===== config.mk =====
export PLATFORM = sky130hd
export DESIGN_NAME = vba_ram
export DESIGN_NICKNAME = d
export VERILOG_FILES = /design/src/rtl/core/vba_ram.sv
export SDC_FILE = /design/constraint.sdc
export NUM_CORES = 1
export LEC_CHECK = 0
export BUFFER_PORTS_ARGS = -buffer_cell sky130_fd_sc_hd__buf_4
export CAP_MARGIN = 20
export CORE_MARGIN = 1
export CORE_UTILIZATION = 39
export CTS_BUF_LIST = sky130_fd_sc_hd__clkbuf_8
export CTS_CLUSTER_DIAMETER = 40
export DETAILED_ROUTE_END_ITERATION = 12
export GPL_ROUTABILITY_DRIVEN = 0
export PLACE_DENSITY = 0.63
export SLEW_MARGIN = 15
export SYNTH_ARGS = -nofsm -noshare
export SYNTH_HDL_FRONTEND = slang
export SYNTH_SLANG_ARGS = --single-unit

===== constraint.sdc =====
create_clock -name clock -period 3 [get_ports clock]
set_input_delay 0.3 -clock clock [delete_from_list [all_inputs] [get_ports clock]]
set_output_delay 0.3 -clock clock [all_outputs]
set_load 0.01 [all_outputs]

===== src/rtl/core/vba_ram.sv =====
`timescale 1ns / 1ps

module vba_ram #(
   parameter int WIDTH = 8,
   parameter int DEPTH = 16
) (
   input  logic                     clock,
   input  logic                     wr_en,
   input  logic [$clog2(DEPTH)-1:0] wr_addr,
   input  logic [WIDTH-1:0]         wr_data,
   input  logic [$clog2(DEPTH)-1:0] rd_addr,
   output logic [WIDTH-1:0]         rd_data
);

   logic [WIDTH-1:0] mem [DEPTH];
   logic [WIDTH-1:0] rd_data_ff;

   always_ff @(posedge clock) begin
      if (wr_en) begin
         mem[wr_addr] <= wr_data;
      end
      rd_data_ff <= mem[rd_addr];
   end

   assign rd_data = rd_data_ff;

endmodule


# ---- Yosys cells after proc, flatten, opt, wreduce, memory -nomap -nowiden
# Memories as Yosys holds them, arrays and structs flattened. A register that Yosys moved wholly into a read port is not among the register bits.
# Cells that the tools add are included.
dict set report classes {
  n_mux 2
}
# op count
set op_table {}
lappend op_table {{1-bit two-way mux} 2}
dict set report totals {
  input_bits 18
  n_memories 1
  word_cells 3
  regBits 0
  ram_bits 128
}
# name depth width read_ports rd_ports_with_merged_regs write_ports line_no
set memory_table {}
lappend memory_table {mem 16 8 1 1 1 15} ;# logic [WIDTH-1:0] mem [DEPTH];

# ---- Logic depth before layout (Yosys ltp)
dict set report logic_depth {
  depth_word 2
  mapped_depth 5
}

# ---- Worst setup path before layout
# No wires, ideal clock.
dict set report synth_timing {
  kind {in2reg}
  start {input wr_addr[2]}
  end {memory mem[0][0] (enable)}
  setup_ns 0.383
  path_buffers 0
  path_stages 2
  path_slack_ns 1.207
  arrival_time_ns 1.410
  cell_sequence {or3b_2 > nor3_1}
}
# item line_no
set synth_lines {}
lappend synth_lines {{start: declaration} 9} ;# input logic [$clog2(DEPTH)-1:0] wr_addr,
lappend synth_lines {{end: declaration} 15}
# No word-level cell before the write port.

==> results.ini <==
[layout]
instances_no_fill = 452
n_antenna_cell = 0
fin_util_pct = 46.3
syn2layout_area_growth_pct = 14.5
final_common_cell = edfxtp_1
nets = 285
fillers = 1090
drive_above_1_share_pct = 28.6
layout_common_cells = 128 x edfxtp_1, 29 x buf_4, 18 x mux4_2

[setup_path]
crit_type = input pin to register
path_cells = buf_4, mux4_1, a22oi_1, nand2_1
slowest_delay_ns = 0.63
cp_slowest_cell = mux4_1
path_max_fanout = 32
path_buf_inv = 1
cp-start-kind = input pin
crit_family = multiplexers
critPathRequiredTime_ns = 3.29
cp.arrival_ns = 1.89
cp-end-kind = register

[drt]
postRouteAntennaNets = 0
drtIter0Drc = 264
wl_per_cell_microns = 21.6
vias = 2314
drc_errors = 0
via_per_inst = 5.12
wl_mm = 9.76
firstDrtPassIters = 4

[clock_tree]
cts_max_path_buffers = 2
cts_max_level = 4
root_buffer = clkbuf_8
cts_resized = 0
cts_sinks = 136
cts_tree = yes
hold_buffers = 0
cts.reportedPaths.clkPinSlew_ns = 0.09
clock_latency_ns = 0.43
cts_setup_buffers = 0
cts_buffers = 17

[floorplan]
std_cell_rows = 41
die_h_microns = 117
dieWidth_microns = 117
pin_count = 26
core_area_sq_um = 12700
dieArea_sq_um = 13700
floorplan.initialDensity_pct = 40.5

[flow_run]
drv_cap = 0

[worst_hold_path]
hp-class = input pin to register

[timing]
tns_ns = 0
rsz0062_at_grt = no
slew_headroom_pct = 33.4
tightest_slew_ns = 0.996
hold_ws_ns = 0.187
finalHoldViolCount = 0
setup_viol = 0
fin_crit_sh_pct = 53.3
min_period_ns = 1.60
drv_slew = 0
fin_skew_ns = 0.0151
max_freq_ghz = 0.625

[placement]
dp.cells = 420
hpwl_mm = 5.90
io_buffers = 25

[grt]
track_usage_pct = 16.0
antenna_found_initial = 0
grt_use_met3_pct = 3.60
overflow = 0
grt_use_met1_pct = 21.8
grt_pass1_wl_mm = 14.7
use_met2_pct = 25.0
grt_pass1_vias = 2384
grt_max_degree = 33
top_usage_layer = met2

[power_and_ir_drop]
p_seq_share_pct = 55.8
pwr-share-clk_pct = 38.9
leakage_nw = 1.93
power_density_nw_per_um2 = 649
max-vdd-ir-drop_mv = 0.284
p_switching_w = 0.000859
p_comb_share_pct = 5.3
p_sw_share_pct = 22.5
internal-power_w = 0.00297

[synthesis]
syn_inst = 229
mappedNetlistArea_sq_um = 5150
synthesis.nets = 247
synth-seq-cells = 136
synth.avg_cell_area_sq_um = 22.5
synth_cell_types = 19
yosysWarnings = 0
seq_area_frac_synth_pct = 77.8

[status]
status = completed

sequential cells by signal (all words and copies together), names as in the netlist:
signal / count
mem: 128
rd_data: 8
cell usage after synthesis (all sizes together):
cell type,number,area [sq um]
a22oi,16,120
and2,1,6.26
and2b,1,7.51
buf,7,56.3
clkdlybuf4s25,3,30.0
dfxtp,8,160
edfxtp,128,3840
mux4,32,773
nand2,9,33.8
nand2b,2,12.5
nand3,1,5.00
nand3b,2,15.0
nor2,13,48.8
nor2b,1,6.26
nor3,4,20.0
or3b,1,8.76
metrics by stage:
step	instance area (sq um)	setup WS [ns]	total power, W
3_5_place_dp	5490	0.959	0.00238
3_3_place_gp	5490	0.971	0.00238
6_report	5890	1.40	0.00383
5_1_grt	5890	1.32	0.00395
4_1_cts	5890	1.41	0.00385
2_1_floorplan	5150	1.21	0.00229
cell families after synthesis:
| kind of cell | share of synthesized area [%] |
|---|---|
| and+or+nand+nor | 3.18 |
| buffers and inverters | 1.68 |
| DFF | 77.8 |
| AOI/OAI and AO/OA | 2.33 |
| muxes | 15.0 |
cell type report:
class	instances	area, sq um	share of cell area, %
clock buffer	17	234	3.97
timing repair buffer	29	218	3.69
multi-input combinational	83	1060	17.9
sequential	136	4000	67.9
tap	172	215	3.65
clock inverter	15	166	2.82
per-layer routing:
metal	vias up	share of wire [%]
li1	1049	-
met1	1202	46
met2	55	49
met3	8	4.1
met4	0	1.1
met5	-	0
power groups by stage:
| stage | Clock [W] | Sequential [W] | Combinational (W) |
|---|---|---|---|
| 2_1_floorplan | 0 | 0.00218 | 0.000108 |
| 3_3_place_gp | 0 | 0.00218 | 0.000203 |
| 3_5_place_dp | 0 | 0.00218 | 0.000206 |
| 4_1_cts | 0.00151 | 0.00213 | 0.000206 |
| 5_1_grt | 0.00160 | 0.00214 | 0.000220 |
| 6_report | 0.00149 | 0.00213 | 0.000201 |
worst paths after layout:
| kind | startpoint | end | slack, ns | cells past startpoint |
|---|---|---|---|---|
| setup reg to reg | mem[9][3] | rd_data[3] | 1.54 | 3 |
| hold reg to reg | mem[15][7] | rd_data[7] | 0.67 | 3 |
| setup / recovery | rd_addr[0] | rd_data[3] | 1.40 | 4 |
| hold / removal | wr_data[5] | mem[8][5] | 0.19 | 1 |
Note: power is estimated with default switching activity, not from simulation.
