File: config.mk
export PLATFORM = sky130hd
export DESIGN_NAME = vba_geom
export DESIGN_NICKNAME = d
export VERILOG_FILES = /design/src/rtl/core/vba_pkg.sv /design/src/rtl/core/vba_geom.sv
export SDC_FILE = /design/constraint.sdc
export NUM_CORES = 1
export LEC_CHECK = 0
export BUFFER_PORTS_ARGS = -buffer_cell sky130_fd_sc_hd__buf_2
export CAP_MARGIN = 10
export CORE_MARGIN = 5
export CORE_UTILIZATION = 45
export DETAILED_ROUTE_END_ITERATION = 7
export REMOVE_ABC_BUFFERS = 1
export SYNTH_ARGS = -nofsm -noshare
export SYNTH_HDL_FRONTEND = slang
export SYNTH_SLANG_ARGS = --single-unit
File: constraint.sdc
create_clock -name clock -period 9.2 [get_ports clock]
set_input_delay 0.92 -clock clock [delete_from_list [all_inputs] [get_ports clock]]
set_output_delay 0.92 -clock clock [all_outputs]
set_load 0.05 [all_outputs]
File: src/rtl/core/vba_pkg.sv
`timescale 1ns / 1ps

package vba_pkg;

   localparam int MAX_DIM    = 64;
   localparam int DIM_W      = $clog2(MAX_DIM + 1);
   localparam int POS_W      = $clog2(MAX_DIM);
   localparam int SLAB_DEPTH = 4096;
   localparam int SLAB_AW    = $clog2(SLAB_DEPTH);
   localparam int SUM_W      = 50;
   localparam int SAMPLE_W   = 32;
   localparam int INDEX_W    = 18;
   localparam int VOL_W      = 3 * POS_W + 1;
   localparam int CSR_IDX_W  = 3;

   localparam logic [CSR_IDX_W-1:0] CSR_FINE_X  = 3'd0;
   localparam logic [CSR_IDX_W-1:0] CSR_FINE_Y  = 3'd1;
   localparam logic [CSR_IDX_W-1:0] CSR_FINE_Z  = 3'd2;
   localparam logic [CSR_IDX_W-1:0] CSR_MERGE_X = 3'd3;
   localparam logic [CSR_IDX_W-1:0] CSR_MERGE_Y = 3'd4;
   localparam logic [CSR_IDX_W-1:0] CSR_MERGE_Z = 3'd5;

   typedef struct packed {
      logic               ready;
      logic               in_box;
      logic               first;
      logic               last;
      logic               last_cell;
      logic [SLAB_AW-1:0] addr;
      logic [INDEX_W-1:0] index;
      logic [VOL_W-1:0]   vol;
   } geom_type;

endpackage

File: src/rtl/core/vba_geom.sv
`timescale 1ns / 1ps

module vba_geom
   import vba_pkg::*;
(
   input  logic                 clock,
   input  logic                 reset,
   input  logic                 csr_we,
   input  logic [CSR_IDX_W-1:0] csr_index,
   input  logic [DIM_W-1:0]     csr_wdata,
   input  logic                 advance,
   output geom_type             geom
);

   localparam int LANES = 6;

   typedef enum logic [2:0] {G_LOAD, G_DIV, G_VOL1, G_VOL2, G_RUN} state_type;

   state_type state_ff;

   logic [DIM_W-1:0] fine_x_ff, fine_y_ff, fine_z_ff;
   logic [DIM_W-1:0] merge_x_ff, merge_y_ff, merge_z_ff;
   logic [POS_W-1:0] pos_x_ff, pos_y_ff, pos_z_ff;
   logic [POS_W-1:0] cx_ff, cy_ff, cz_ff;
   logic [POS_W-1:0] rx_ff, ry_ff, rz_ff;
   logic [DIM_W-1:0] nx_ff, ny_ff, nz_ff;
   logic [2*DIM_W-1:0] nynz_ff;
   logic [VOL_W-1:0] vol_ff;
   logic [2:0]       step_ff;

   logic [DIM_W-1:0] lane_q_ff [LANES];
   logic [POS_W-1:0] lane_r_ff [LANES];
   logic [DIM_W-1:0] lane_q_in [LANES];
   logic [POS_W-1:0] lane_r_in [LANES];
   logic [DIM_W-1:0] lane_dvs  [LANES];

   function automatic logic [DIM_W-1:0] eff(input logic [DIM_W-1:0] v);
      logic [DIM_W-1:0] r;
      if (v == '0) begin
         r = DIM_W'(1);
      end else if (v > DIM_W'(MAX_DIM)) begin
         r = DIM_W'(MAX_DIM);
      end else begin
         r = v;
      end
      return r;
   endfunction

   // One restoring division step per cycle in each lane.
   always_comb begin
      lane_dvs[0] = merge_x_ff;
      lane_dvs[1] = merge_y_ff;
      lane_dvs[2] = merge_z_ff;
      lane_dvs[3] = merge_x_ff;
      lane_dvs[4] = merge_y_ff;
      lane_dvs[5] = merge_z_ff;
      for (int i = 0; i < LANES; i++) begin
         logic [DIM_W-1:0] trial;
         logic             ge;
         trial = {lane_r_ff[i], lane_q_ff[i][DIM_W-1]};
         ge = (trial >= lane_dvs[i]);
         lane_r_in[i] = ge ? POS_W'(trial - lane_dvs[i]) : POS_W'(trial);
         lane_q_in[i] = {lane_q_ff[i][DIM_W-2:0], ge};
      end
   end

   logic z_wrap, y_wrap, x_wrap;
   logic z_cell, y_cell, x_cell;

   assign z_wrap = ({1'b0, pos_z_ff} + DIM_W'(1)) >= fine_z_ff;
   assign y_wrap = ({1'b0, pos_y_ff} + DIM_W'(1)) >= fine_y_ff;
   assign x_wrap = ({1'b0, pos_x_ff} + DIM_W'(1)) >= fine_x_ff;
   assign z_cell = ({1'b0, rz_ff} + DIM_W'(1)) == merge_z_ff;
   assign y_cell = ({1'b0, ry_ff} + DIM_W'(1)) == merge_y_ff;
   assign x_cell = ({1'b0, rx_ff} + DIM_W'(1)) == merge_x_ff;

   always_ff @(posedge clock) begin
      if (reset) begin
         state_ff   <= G_LOAD;
         fine_x_ff  <= DIM_W'(1);
         fine_y_ff  <= DIM_W'(1);
         fine_z_ff  <= DIM_W'(1);
         merge_x_ff <= DIM_W'(1);
         merge_y_ff <= DIM_W'(1);
         merge_z_ff <= DIM_W'(1);
         pos_x_ff   <= '0;
         pos_y_ff   <= '0;
         pos_z_ff   <= '0;
         step_ff    <= '0;
      end else begin
         if (csr_we) begin
            // Any write invalidates the derived geometry.
            state_ff <= G_LOAD;
            unique case (csr_index)
               CSR_FINE_X:  fine_x_ff  <= eff(csr_wdata);
               CSR_FINE_Y:  fine_y_ff  <= eff(csr_wdata);
               CSR_FINE_Z:  fine_z_ff  <= eff(csr_wdata);
               CSR_MERGE_X: merge_x_ff <= eff(csr_wdata);
               CSR_MERGE_Y: merge_y_ff <= eff(csr_wdata);
               CSR_MERGE_Z: merge_z_ff <= eff(csr_wdata);
               default: ;
            endcase
         end else begin
            unique case (state_ff)
               G_LOAD: begin
                  lane_q_ff[0] <= {1'b0, pos_x_ff};
                  lane_q_ff[1] <= {1'b0, pos_y_ff};
                  lane_q_ff[2] <= {1'b0, pos_z_ff};
                  lane_q_ff[3] <= fine_x_ff;
                  lane_q_ff[4] <= fine_y_ff;
                  lane_q_ff[5] <= fine_z_ff;
                  for (int i = 0; i < LANES; i++) begin
                     lane_r_ff[i] <= '0;
                  end
                  step_ff  <= '0;
                  state_ff <= G_DIV;
               end
               G_DIV: begin
                  for (int i = 0; i < LANES; i++) begin
                     lane_q_ff[i] <= lane_q_in[i];
                     lane_r_ff[i] <= lane_r_in[i];
                  end
                  step_ff <= step_ff + 3'd1;
                  if (step_ff == 3'(DIM_W - 1)) begin
                     cx_ff    <= POS_W'(lane_q_in[0]);
                     cy_ff    <= POS_W'(lane_q_in[1]);
                     cz_ff    <= POS_W'(lane_q_in[2]);
                     rx_ff    <= lane_r_in[0];
                     ry_ff    <= lane_r_in[1];
                     rz_ff    <= lane_r_in[2];
                     nx_ff    <= lane_q_in[3];
                     ny_ff    <= lane_q_in[4];
                     nz_ff    <= lane_q_in[5];
                     state_ff <= G_VOL1;
                  end
               end
               G_VOL1: begin
                  vol_ff   <= VOL_W'(merge_x_ff) * VOL_W'(merge_y_ff);
                  nynz_ff  <= ny_ff * nz_ff;
                  state_ff <= G_VOL2;
               end
               G_VOL2: begin
                  vol_ff   <= VOL_W'(vol_ff * merge_z_ff);
                  state_ff <= G_RUN;
               end
               G_RUN: begin
                  if (advance) begin
                     if (z_wrap) begin
                        pos_z_ff <= '0;
                        rz_ff    <= '0;
                        cz_ff    <= '0;
                        if (y_wrap) begin
                           pos_y_ff <= '0;
                           ry_ff    <= '0;
                           cy_ff    <= '0;
                           if (x_wrap) begin
                              pos_x_ff <= '0;
                              rx_ff    <= '0;
                              cx_ff    <= '0;
                           end else begin
                              pos_x_ff <= pos_x_ff + POS_W'(1);
                              if (x_cell) begin
                                 rx_ff <= '0;
                                 cx_ff <= cx_ff + POS_W'(1);
                              end else begin
                                 rx_ff <= rx_ff + POS_W'(1);
                              end
                           end
                        end else begin
                           pos_y_ff <= pos_y_ff + POS_W'(1);
                           if (y_cell) begin
                              ry_ff <= '0;
                              cy_ff <= cy_ff + POS_W'(1);
                           end else begin
                              ry_ff <= ry_ff + POS_W'(1);
                           end
                        end
                     end else begin
                        pos_z_ff <= pos_z_ff + POS_W'(1);
                        if (z_cell) begin
                           rz_ff <= '0;
                           cz_ff <= cz_ff + POS_W'(1);
                        end else begin
                           rz_ff <= rz_ff + POS_W'(1);
                        end
                     end
                  end
               end
               default: state_ff <= G_LOAD;
            endcase
         end
      end
   end

   logic [POS_W+DIM_W-1:0]     cy_nz;
   logic [POS_W+2*DIM_W-1:0]   cx_nynz;
   logic [POS_W+2*DIM_W:0]     index_full;
   logic [POS_W+DIM_W:0]       addr_full;

   assign cy_nz      = cy_ff * nz_ff;
   assign cx_nynz    = cx_ff * nynz_ff;
   assign addr_full  = {1'b0, cy_nz} + (POS_W + DIM_W + 1)'(cz_ff);
   assign index_full = {1'b0, cx_nynz} + (POS_W + 2 * DIM_W + 1)'(cy_nz)
                       + (POS_W + 2 * DIM_W + 1)'(cz_ff);

   always_comb begin
      geom.ready     = (state_ff == G_RUN) && !csr_we;
      geom.in_box    = ({1'b0, cx_ff} < nx_ff) && ({1'b0, cy_ff} < ny_ff)
                       && ({1'b0, cz_ff} < nz_ff);
      geom.first     = (rx_ff == '0) && (ry_ff == '0) && (rz_ff == '0);
      geom.last      = x_cell && y_cell && z_cell;
      geom.last_cell = (({1'b0, cx_ff} + DIM_W'(1)) == nx_ff)
                       && (({1'b0, cy_ff} + DIM_W'(1)) == ny_ff)
                       && (({1'b0, cz_ff} + DIM_W'(1)) == nz_ff);
      geom.addr      = addr_full[SLAB_AW-1:0];
      geom.index     = index_full[INDEX_W-1:0];
      geom.vol       = vol_ff;
   end

endmodule

# Word level (Yosys, flattened, before mapping)
# Memories as Yosys holds them, arrays and structs flattened.
# Index checks and enable logic that the tools add are counted.
totals:
  register_bits: 156
  ram_bits: 78
  inputBits: 14
  out_inout_bits: 54
  wordCells: 219
  n_memories: 2
memory_table:
  columns: ["memory", "words", "width", "read_ports", "rd_clocked_by_memory_dff", "wr", "line_no", "source"]
  rows:
  - ["lane_q_ff", 6, 7, 6, 0, 6, "vba_geom.sv:31", "logic [DIM_W-1:0] lane_q_ff [LANES];"]
  - ["lane_r_ff", 6, 6, 6, 0, 6, "vba_geom.sv:32", "logic [POS_W-1:0] lane_r_ff [LANES];"]
op_classes:
  n_addsub: 28
  multipliers: 5
  magnitude_cmp: 13
  n_eq_ne: 23
  muxes: 71
  bitwise_logic: 15
  reduce_logical: 40
op_table:
  columns: ["op", "count"]
  rows:
  - ["6-bit 2-to-1 mux", 45]
  - ["6-bit case mux with 2 select lines", 6]
  - ["6-bit by 1-bit adder with 7-bit output, second input constant", 9]
  - ["7-bit >= comparator", 9]
  - ["7-bit 2-to-1 mux", 8]
  - ["6-bit by 1-bit adder with 6-bit output, second input constant", 9]
  - ["7-bit == test", 6]
  - ["19-bit case mux with 2 select lines", 1]
  - ["6-bit subtractor", 6]
  - ["7-bit by 7-bit multiplier with 14-bit output", 2]
  - ["6-bit by 7-bit < comparator with 1-bit output", 3]
  - ["19-bit by 7-bit multiplier with 19-bit output", 1]
  - ["18-bit by 13-bit adder with 18-bit output", 1]
  - ["18-bit by 6-bit adder with 18-bit output", 1]
  - ["6-bit logical NOT", 3]
  - ["6-bit by 14-bit multiplier with 18-bit output", 1]
  - ["2-bit AND reduction", 8]
  - ["3-bit case mux with 5 select lines", 1]
  - ["7-bit AND reduction", 2]
  - ["6-bit by 7-bit multiplier with 13-bit output", 1]
  - ["12-bit by 6-bit adder with 12-bit output", 1]
  - ["3-bit by 2-bit == test with 1-bit output, second input constant", 4]
  - ["3-bit == test, second input constant", 4]
  - ["1-bit OR", 12]
  - ["20 further kinds", 51]

# Longest topological paths before layout
# Gate-level depths: netlist of the first run.
depth:
  word_depth: 8
  ltp_mapped: 27
  depth_no_buf: 26

# Least setup slack after synthesis of the first run
# No wires, ideal clock.
synth_timing:
  path_type: "register to output"
  startpoint: "register cy_ff[2]"
  endpoint: "output port geom[35] in the netlist's numbering"
  t_arrival_ns: 7.358
  t_required_ns: 8.280
  path_slack_ns: 0.922
  stages_incl_launch_ff: 23
  n_path_buf: 1
  path_cell_list: "edfxtp_1 -> clkbuf_1 -> and2_1 -> fa_1 -> inv_1 -> fa_1 -> fa_1 -> inv_1 -> ha_1 -> a211oi_1 -> nor2_1 -> or4_1 -> o311a_1 -> ha_1 -> inv_1 -> fa_1 -> fa_1 -> inv_1 -> ha_1 -> a21o_1 -> a2111oi_1 -> a21oi_1 -> o311ai_1"
synth_rtl:
  columns: ["item", "line_no", "source"]
  rows:
  - ["start: declaration", "vba_geom.sv:24", "logic [POS_W-1:0] cx_ff, cy_ff, cz_ff;"]
  - ["start signal: assignment", "vba_geom.sv:126", "cy_ff <= POS_W'(lane_q_in[1]);"]
  - ["start signal: assignment", "vba_geom.sv:173", "cy_ff <= cy_ff + POS_W'(1);"]
  - ["end: declaration", "vba_geom.sv:12", "output geom_type geom"]

==> results of run 1 <==
[cells in the mapped netlist, types with 4 or more instances]
| cell | n | share of area |
|---|---|---|
| fa_1 | 208 | 0.17 |
| o21ai_0 | 100 | 0.021 |
| nand2_1 | 376 | 0.059 |
| xor2_1 | 45 | 0.016 |
| nand4b_1 | 6 | 0.0022 |
| o41ai_1 | 4 | 0.0015 |
| xnor3_1 | 4 | 0.0037 |
| a211oi_1 | 26 | 0.0081 |
| inv_1 | 362 | 0.056 |
| nand4_1 | 14 | 0.0036 |
| or4_1 | 7 | 0.0022 |
| nor3_1 | 30 | 0.0062 |
| ha_1 | 247 | 0.13 |
| o211ai_1 | 12 | 0.0037 |
| xnor2_1 | 101 | 0.037 |
| a311o_1 | 4 | 0.0017 |
| dfxtp_1 | 66 | 0.055 |
| a21o_1 | 23 | 0.0072 |
| mux2_2 | 6 | 0.0028 |
| nand2b_1 | 19 | 0.0049 |
| a31oi_1 | 11 | 0.0029 |
| mux2i_1 | 64 | 0.027 |
| o22ai_1 | 19 | 0.0049 |
| clkbuf_1 | 80 | 0.012 |
| nand3_1 | 48 | 0.010 |
| or3_1 | 13 | 0.0034 |
| nor2b_1 | 27 | 0.0070 |
| o21a_1 | 24 | 0.0075 |
| edfxtp_1 | 168 | 0.21 |
| and3_1 | 25 | 0.0065 |
| a211o_1 | 8 | 0.0029 |
| o21bai_1 | 6 | 0.0019 |
| a2111oi_0 | 5 | 0.0018 |
| nor4_1 | 13 | 0.0034 |
| nor2_1 | 133 | 0.021 |
| o31ai_1 | 21 | 0.0065 |
| and2_1 | 138 | 0.036 |
| buf_2 | 10 | 0.0021 |
| o2111ai_1 | 7 | 0.0025 |
| a21oi_1 | 90 | 0.019 |
[critical path: stages, from the launching register on]
cell and delay, ns:
edfxtp_1 0.64, and2_1 0.29, fa_1 0.47, fa_1 0.49, inv_1 0.05, fa_1 0.52
inv_1 0.04, ha_1 0.37, nand4b_1 0.18, and3_1 0.23, o21ai_0 0.20, nor2b_2 0.33
ha_1 0.28, inv_1 0.07, fa_1 0.44, fa_1 0.54, inv_1 0.04, ha_1 0.34
a21o_1 0.22, a2111oi_2 0.54, o31ai_1 0.12, a211oi_1 0.25, o21bai_1 0.12, xnor2_1 0.13
buf_2 0.28
[power groups by stage]
stage | combinational, mW | sequential (mW) | clock (mW)
4_1_cts | 0.242 | 1.16 | 1.05
5_1_grt | 0.270 | 1.16 | 1.09
3_5_place_dp | 0.240 | 1.18 | 0
2_1_floorplan | 0.172 | 1.18 | 0
6_report | 0.243 | 1.16 | 1.02
3_3_place_gp | 0.236 | 1.18 | 0
[through the flow]
stage,instances,setup WS [ns]
6_report,3347,0.546
5_1_grt,3347,0.0368
4_1_cts,3344,0.186
3_5_place_dp,3294,0.793
3_3_place_gp,3294,1.02
2_1_floorplan,2530,0.960
[logic make-up after synthesis]
logic type,share of synthesized area
simple gates,0.170
fa+ha+maj,0.301
compound gates,0.107
buf+inv,0.0714
flops,0.264
xor+xnor,0.0568
mux,0.0294
[final cells by class]
| type | instances | area, um^2 | area share |
|---|---|---|---|
| clock buffers | 35 | 747 | 0.0289 |
| inverters | 362 | 1360 | 0.0525 |
| well taps | 688 | 861 | 0.0333 |
| flip-flops and latches | 234 | 6370 | 0.246 |
| diodes | 1 | 2.50 | 0.0000968 |
| repair buffers | 78 | 418 | 0.0162 |
| clock inverters | 15 | 80.1 | 0.00310 |
| multi-input cells | 1934 | 16000 | 0.620 |
[layout by cell type (no fill, tap or decap), types with 12 or more instances in the layout]
master,n
ha_1,247
a21o_1,23
nand2_1,376
nor4_1,13
nand3_1,48
nor2_1,132
clkbuf_16,28
o31ai_1,21
a211oi_1,26
and2_1,137
fa_1,208
and3_1,25
nand4_1,14
xnor2_1,101
edfxtp_1,168
or3_1,13
buf_2,67
xor2_1,44
o211ai_1,12
o21ai_0,100
o22ai_1,19
nor3_1,30
nand2b_1,19
mux2i_1,64
o21a_1,24
inv_1,362
a21oi_1,90
nor2b_1,26
dfxtp_1,66
[repair_timing]
| item | 4_1_cts | 5_1_grt |
|---|---|---|
| endpoints found under the setup margin | 0 | 4 |
| gates resized for setup | 0 | 3 |
| setup buffers | 0 | 2 |
| endpoints found under the hold margin | 0 | 0 |
[registers in the layout, summed over array words and instances (netlist names), 7 cells and up]
signal,cells
fine_x_ff,7
fine_y_ff,7
fine_z_ff,7
lane_q_ff,42
lane_r_ff,36
merge_x_ff,7
merge_y_ff,7
merge_z_ff,7
nx_ff,7
ny_ff,7
nynz_ff,14
nz_ff,7
vol_ff,19
[final timing paths]
path	depth (start not counted)	endpoint	slack (ns)
max	24	geom[36]	0.55
min	0	nx_ff[2]	0.46
max reg2reg	13	vol_ff[15]	3.87
min reg2reg	0	nx_ff[2]	0.46
[per-layer routing]
layer,vias to the layer above,part of all wire,GRT usage
li1,8800,-,-
met1,8900,0.45,0.285
met2,483,0.47,0.345
met3,107,0.049,0.0224
met4,0,0.030,0.0629
met5,-,0,0
==> metrics.txt, run 1 <==
post-synthesis cell type count=73; CTS Buffer Depth=3; sw frac=0.254; Yosys warning total=0; io pins=68; Core Region=~0.053 mm^2; Sw Pwr=0.615 mW; EDFF count, synth=between 150 and 200; CP required=around 8.3 ns; HPWL after DPL=approximately 47,000 um; drt drc=0; worst rel slew slack=0.259; Worst Max-Slew Pin Slew=1.11 ns; Max-Cap Viols=0; crit path from=nz_ff[6]; htree depth=1; Fin. Hold Viols=0; Logic pwr share=0.100; Clk pin slew, worst setup/hold paths=~0.060 ns; Syn Area/Cell=between 9 and 10 um^2; WL/cell=roughly 18 um; root buffer cell=clkbuf_16; CTS tree=done; CTS sink count=roughly 230; Peak supply drop=approximately 140 uV; CP max FO=15; vias in the first global route=roughly 19,000; Initial Util=0.457; total power=between 2 and 2.5 mW; Syn Std Cell Area=0.0241 mm^2; minimum clock period after layout=a little under 9 ns; Area Growth Syn to Fin=7.37%; hold_buf cts=0; achievable frequency=between 0.1 and 0.15 GHz; final design area excluding fillers=~0.026 mm^2; CP Capture Type=primary output; critical path class=register to primary output; DRT Pass-1 Iters=5; Overflow after GRT=0; Final period util=0.941; WHS=0.456 ns; via count=around 18,000; Core Rows=84; arrival time at the worst endpoint=just under 8 ns; Setup violations, final=0; Core Util, Final=0.490; first-pass GRT wire length=between 90,000 and 100,000 um; largest net degree at the start of global routing=just under 90; Die W=241 um; HP Start=lane_q_ff[3][1]; worst min-delay path class=register to register; clk_skew=between 0.01 and 0.015 ns; Static Leak=11.6 nW; Port Buf Inserts=67; reg2reg start=merge_z_ff[6]; Synth Instances=2,623; initial antenna violation count=1; DP Area=approximately 0.025 mm^2; Die ar.=between 0.05 and 0.06 mm^2; asr flop ratio synth=0; Total Nets Final=3,106; gp weighted congestion=between 0.8 and 0.9; share of total power in the clock network=0.421; total wire length=just under 60,000 um; post-route ant nets=0; share of layout cells above drive strength 1=0.0538; fillers=just under 5,000; CTS Buf Count=27; die height=~240 um; CP Launch Type=register; Post-synth top flop=edfxtp_1; Seq/Total Area, Yosys=0.264; max-slew violations=0; unrepaired setup endpoints after global routing=no; GRT Total Usage=0.206; via-per-instance ratio=between 5 and 6; Sequential Power Share=0.478; 1st-iter DRT viols=around 1,000; P_int=1.81 mW; Power Density=93.7 mW/mm^2; Synth Register Bits=about 230; Setup TNS=0 ns; Clock Latency Late Sink=between 0.5 and 0.6 ns; status=completed
(Power assumes the default switching activity.)
==> run 2, diff against run 1 <==
PLACE_DENSITY_LB_ADDON = 0.05   (was unset)
SETUP_SLACK_MARGIN = 0.05   (was unset)
SKIP_LAST_GASP = 1   (was unset)
==> run 2 against run 1 <==
Net effect:
- critical path depth unchanged
- clock skew increased by 0.013 ns
- routed wire length rose by 7.9%
- largest cell class unchanged
- highest routed layer unchanged
==> metrics.txt, run 2 (same netlist as run 1, synthesis figures left out) <==
via-per-instance ratio=approximately 5.5; Setup violations, final=0; Overflow after GRT=0; Worst Max-Slew Pin Slew=roughly 1.1 ns; CTS sink count=~230; die height=roughly 240 um; root buffer cell=clkbuf_16; unrepaired setup endpoints after global routing=no; Final period util=0.954; worst min-delay path class=register to register; CP required=roughly 8.3 ns; Area Growth Syn to Fin=7.68%; slowest library cell on the worst path=edfxtp_1; post-route ant nets=0; htree depth=1; Die W=241 um; CTS Buffer Depth=3; total wire length=~64,000 um; clk_skew=between 0.02 and 0.025 ns; Core Region=about 0.053 mm^2; vias in the first global route=approximately 18,000; WL/cell=19.2 um; DRT Pass-1 Iters=5; Fin. Hold Viols=0; CP cell instances=and2_1 -> fa_1 -> inv_1 -> fa_1 -> fa_1 -> inv_1 -> ha_1 -> nand4b_1 -> and3_1 -> o21ai_0 -> nor2b_1 -> ha_1 -> inv_1 -> fa_1 -> fa_1 -> inv_1 -> ha_1 -> a21o_1 -> a2111oi_2 -> o31ai_1 -> a211oi_1 -> o21bai_1 -> xnor2_1 -> buf_2; Clk pin slew, worst setup/hold paths=~0.06 ns; Initial Util=0.457; gp weighted congestion=just over 0.9; hold_buf cts=0; first-pass GRT wire length=between 100,000 and 150,000 um; worst rel slew slack=0.276; status=completed; most frequent cells in the layout=376 x nand2_1, 362 x inv_1, 247 x ha_1, 208 x fa_1, 168 x edfxtp_1; Critical Path Max Stage Delay=around 0.60 ns; Largest register FFs=42; CTS Buf Count=29; max-slew violations=0; 1st-iter DRT viols=1,151; achievable frequency=0.114 GHz; initial antenna violation count=0; Core Rows=84; via count=roughly 18,000; Port Buf Inserts=67; CTS tree=done; total power=2.48 mW; Most flops, register=lane_q_ff; io pins=68; CP Launch Type=register; CP dominant cell by count=fa_1; share of layout cells above drive strength 1=0.0540; Total Nets Final=about 3,100; Setup TNS=0 ns; HPWL after DPL=slightly above 50,000 um; Static Leak=11.6 nW; antenna cells=0; GRT Total Usage=0.223; Peak supply drop=~130 uV; largest net degree at the start of global routing=90; minimum clock period after layout=around 8.8 ns; CP Capture Type=primary output; critical path class=register to primary output; Clock Latency Late Sink=roughly 0.58 ns; CP max FO=13; Power Density=95.7 mW/mm^2; Max-Cap Viols=0; drt drc=0; arrival time at the worst endpoint=slightly below 8 ns; Die ar.=0.0583 mm^2; WHS=between 0.4 and 0.5 ns; commonest non-fill, non-tap cell in the layout=nand2_1; Regs by FF count=lane_q_ff: 42 flops, lane_r_ff: 36 flops, vol_ff: 19 flops
==> run 2: changes by cell type in the layout (fill, tap and decap cells not counted), sizes merged <==
cell / delta
clkbuf: +12
clkinv: -6
buf: +4
clkinvlp: -2
diode: -1
==> run 2: metrics by stage <==
stage | area (um^2) | std cells | util | setup slack (ns)
6_report | 25900 | 3354 | 0.492 | 0.420
5_1_grt | 25900 | 3354 | 0.492 | 0.0528
4_1_cts | 25900 | 3351 | 0.491 | 0.112
3_5_place_dp | 25000 | 3297 | 0.474 | 0.769
3_3_place_gp | 25000 | 3297 | 0.474 | 0.907
2_1_floorplan | 23700 | 2530 | - | 0.960
==> run 2: worst paths after layout <==
path                        start    endpoint  slack (ns)  depth (start not counted)
hold / removal    lane_q_ff[3][1]    nx_ff[2]        0.45                          0
setup reg to reg    merge_z_ff[3]  vol_ff[15]        3.66                         13
setup / recovery         nz_ff[4]    geom[36]        0.42                         24
hold reg to reg   lane_q_ff[3][1]    nx_ff[2]        0.45                          0
==> run 2: layout make-up <==
class	instances	area, um^2
flip-flops and latches	234	6370
fillers	5048	26800
clock buffers	47	833
inverters	362	1360
repair buffers	82	448
multi-input cells	1934	16000
clock inverters	7	42.5
well taps	688	861
==> run 2: layer usage <==
layer / vias to the layer above / wire [um] / GRT usage
li1: 8816 / - / -
met1: 9047 / 27800 / 0.297
met2: 398 / 32200 / 0.395
met3: 78 / 2810 / 0.0206
met4: 0 / 1530 / 0.0530
met5: - / 0 / 0
==> run 2: report_power, final <==
group | leakage (nW) | internal [mW] | total [mW] | switching [mW]
Combinational | 9.10 | 0.0925 | 0.245 | 0.153
Sequential | 2.09 | 1.14 | 1.16 | 0.0142
Clock | 0.429 | 0.616 | 1.08 | 0.463
Total | 11.6 | 1.85 | 2.48 | 0.630
==> run 2: critical path, delay by kind of cell (launching register included) <==
family	cells	cell delay (ns)
AOI/OAI and AO/OA	6	1.49
xor gates and xnor gates	1	0.13
DFF	1	0.60
buffers and inverters	5	0.47
adders and majority gates	8	3.53
and+or+nand+nor	4	1.03
==> run 2: what timing repair did <==
action / in CTS / in global routing
gates resized for setup: 0 / 2
setup endpoints to repair: 0 / 4
setup buffers: 0 / 3
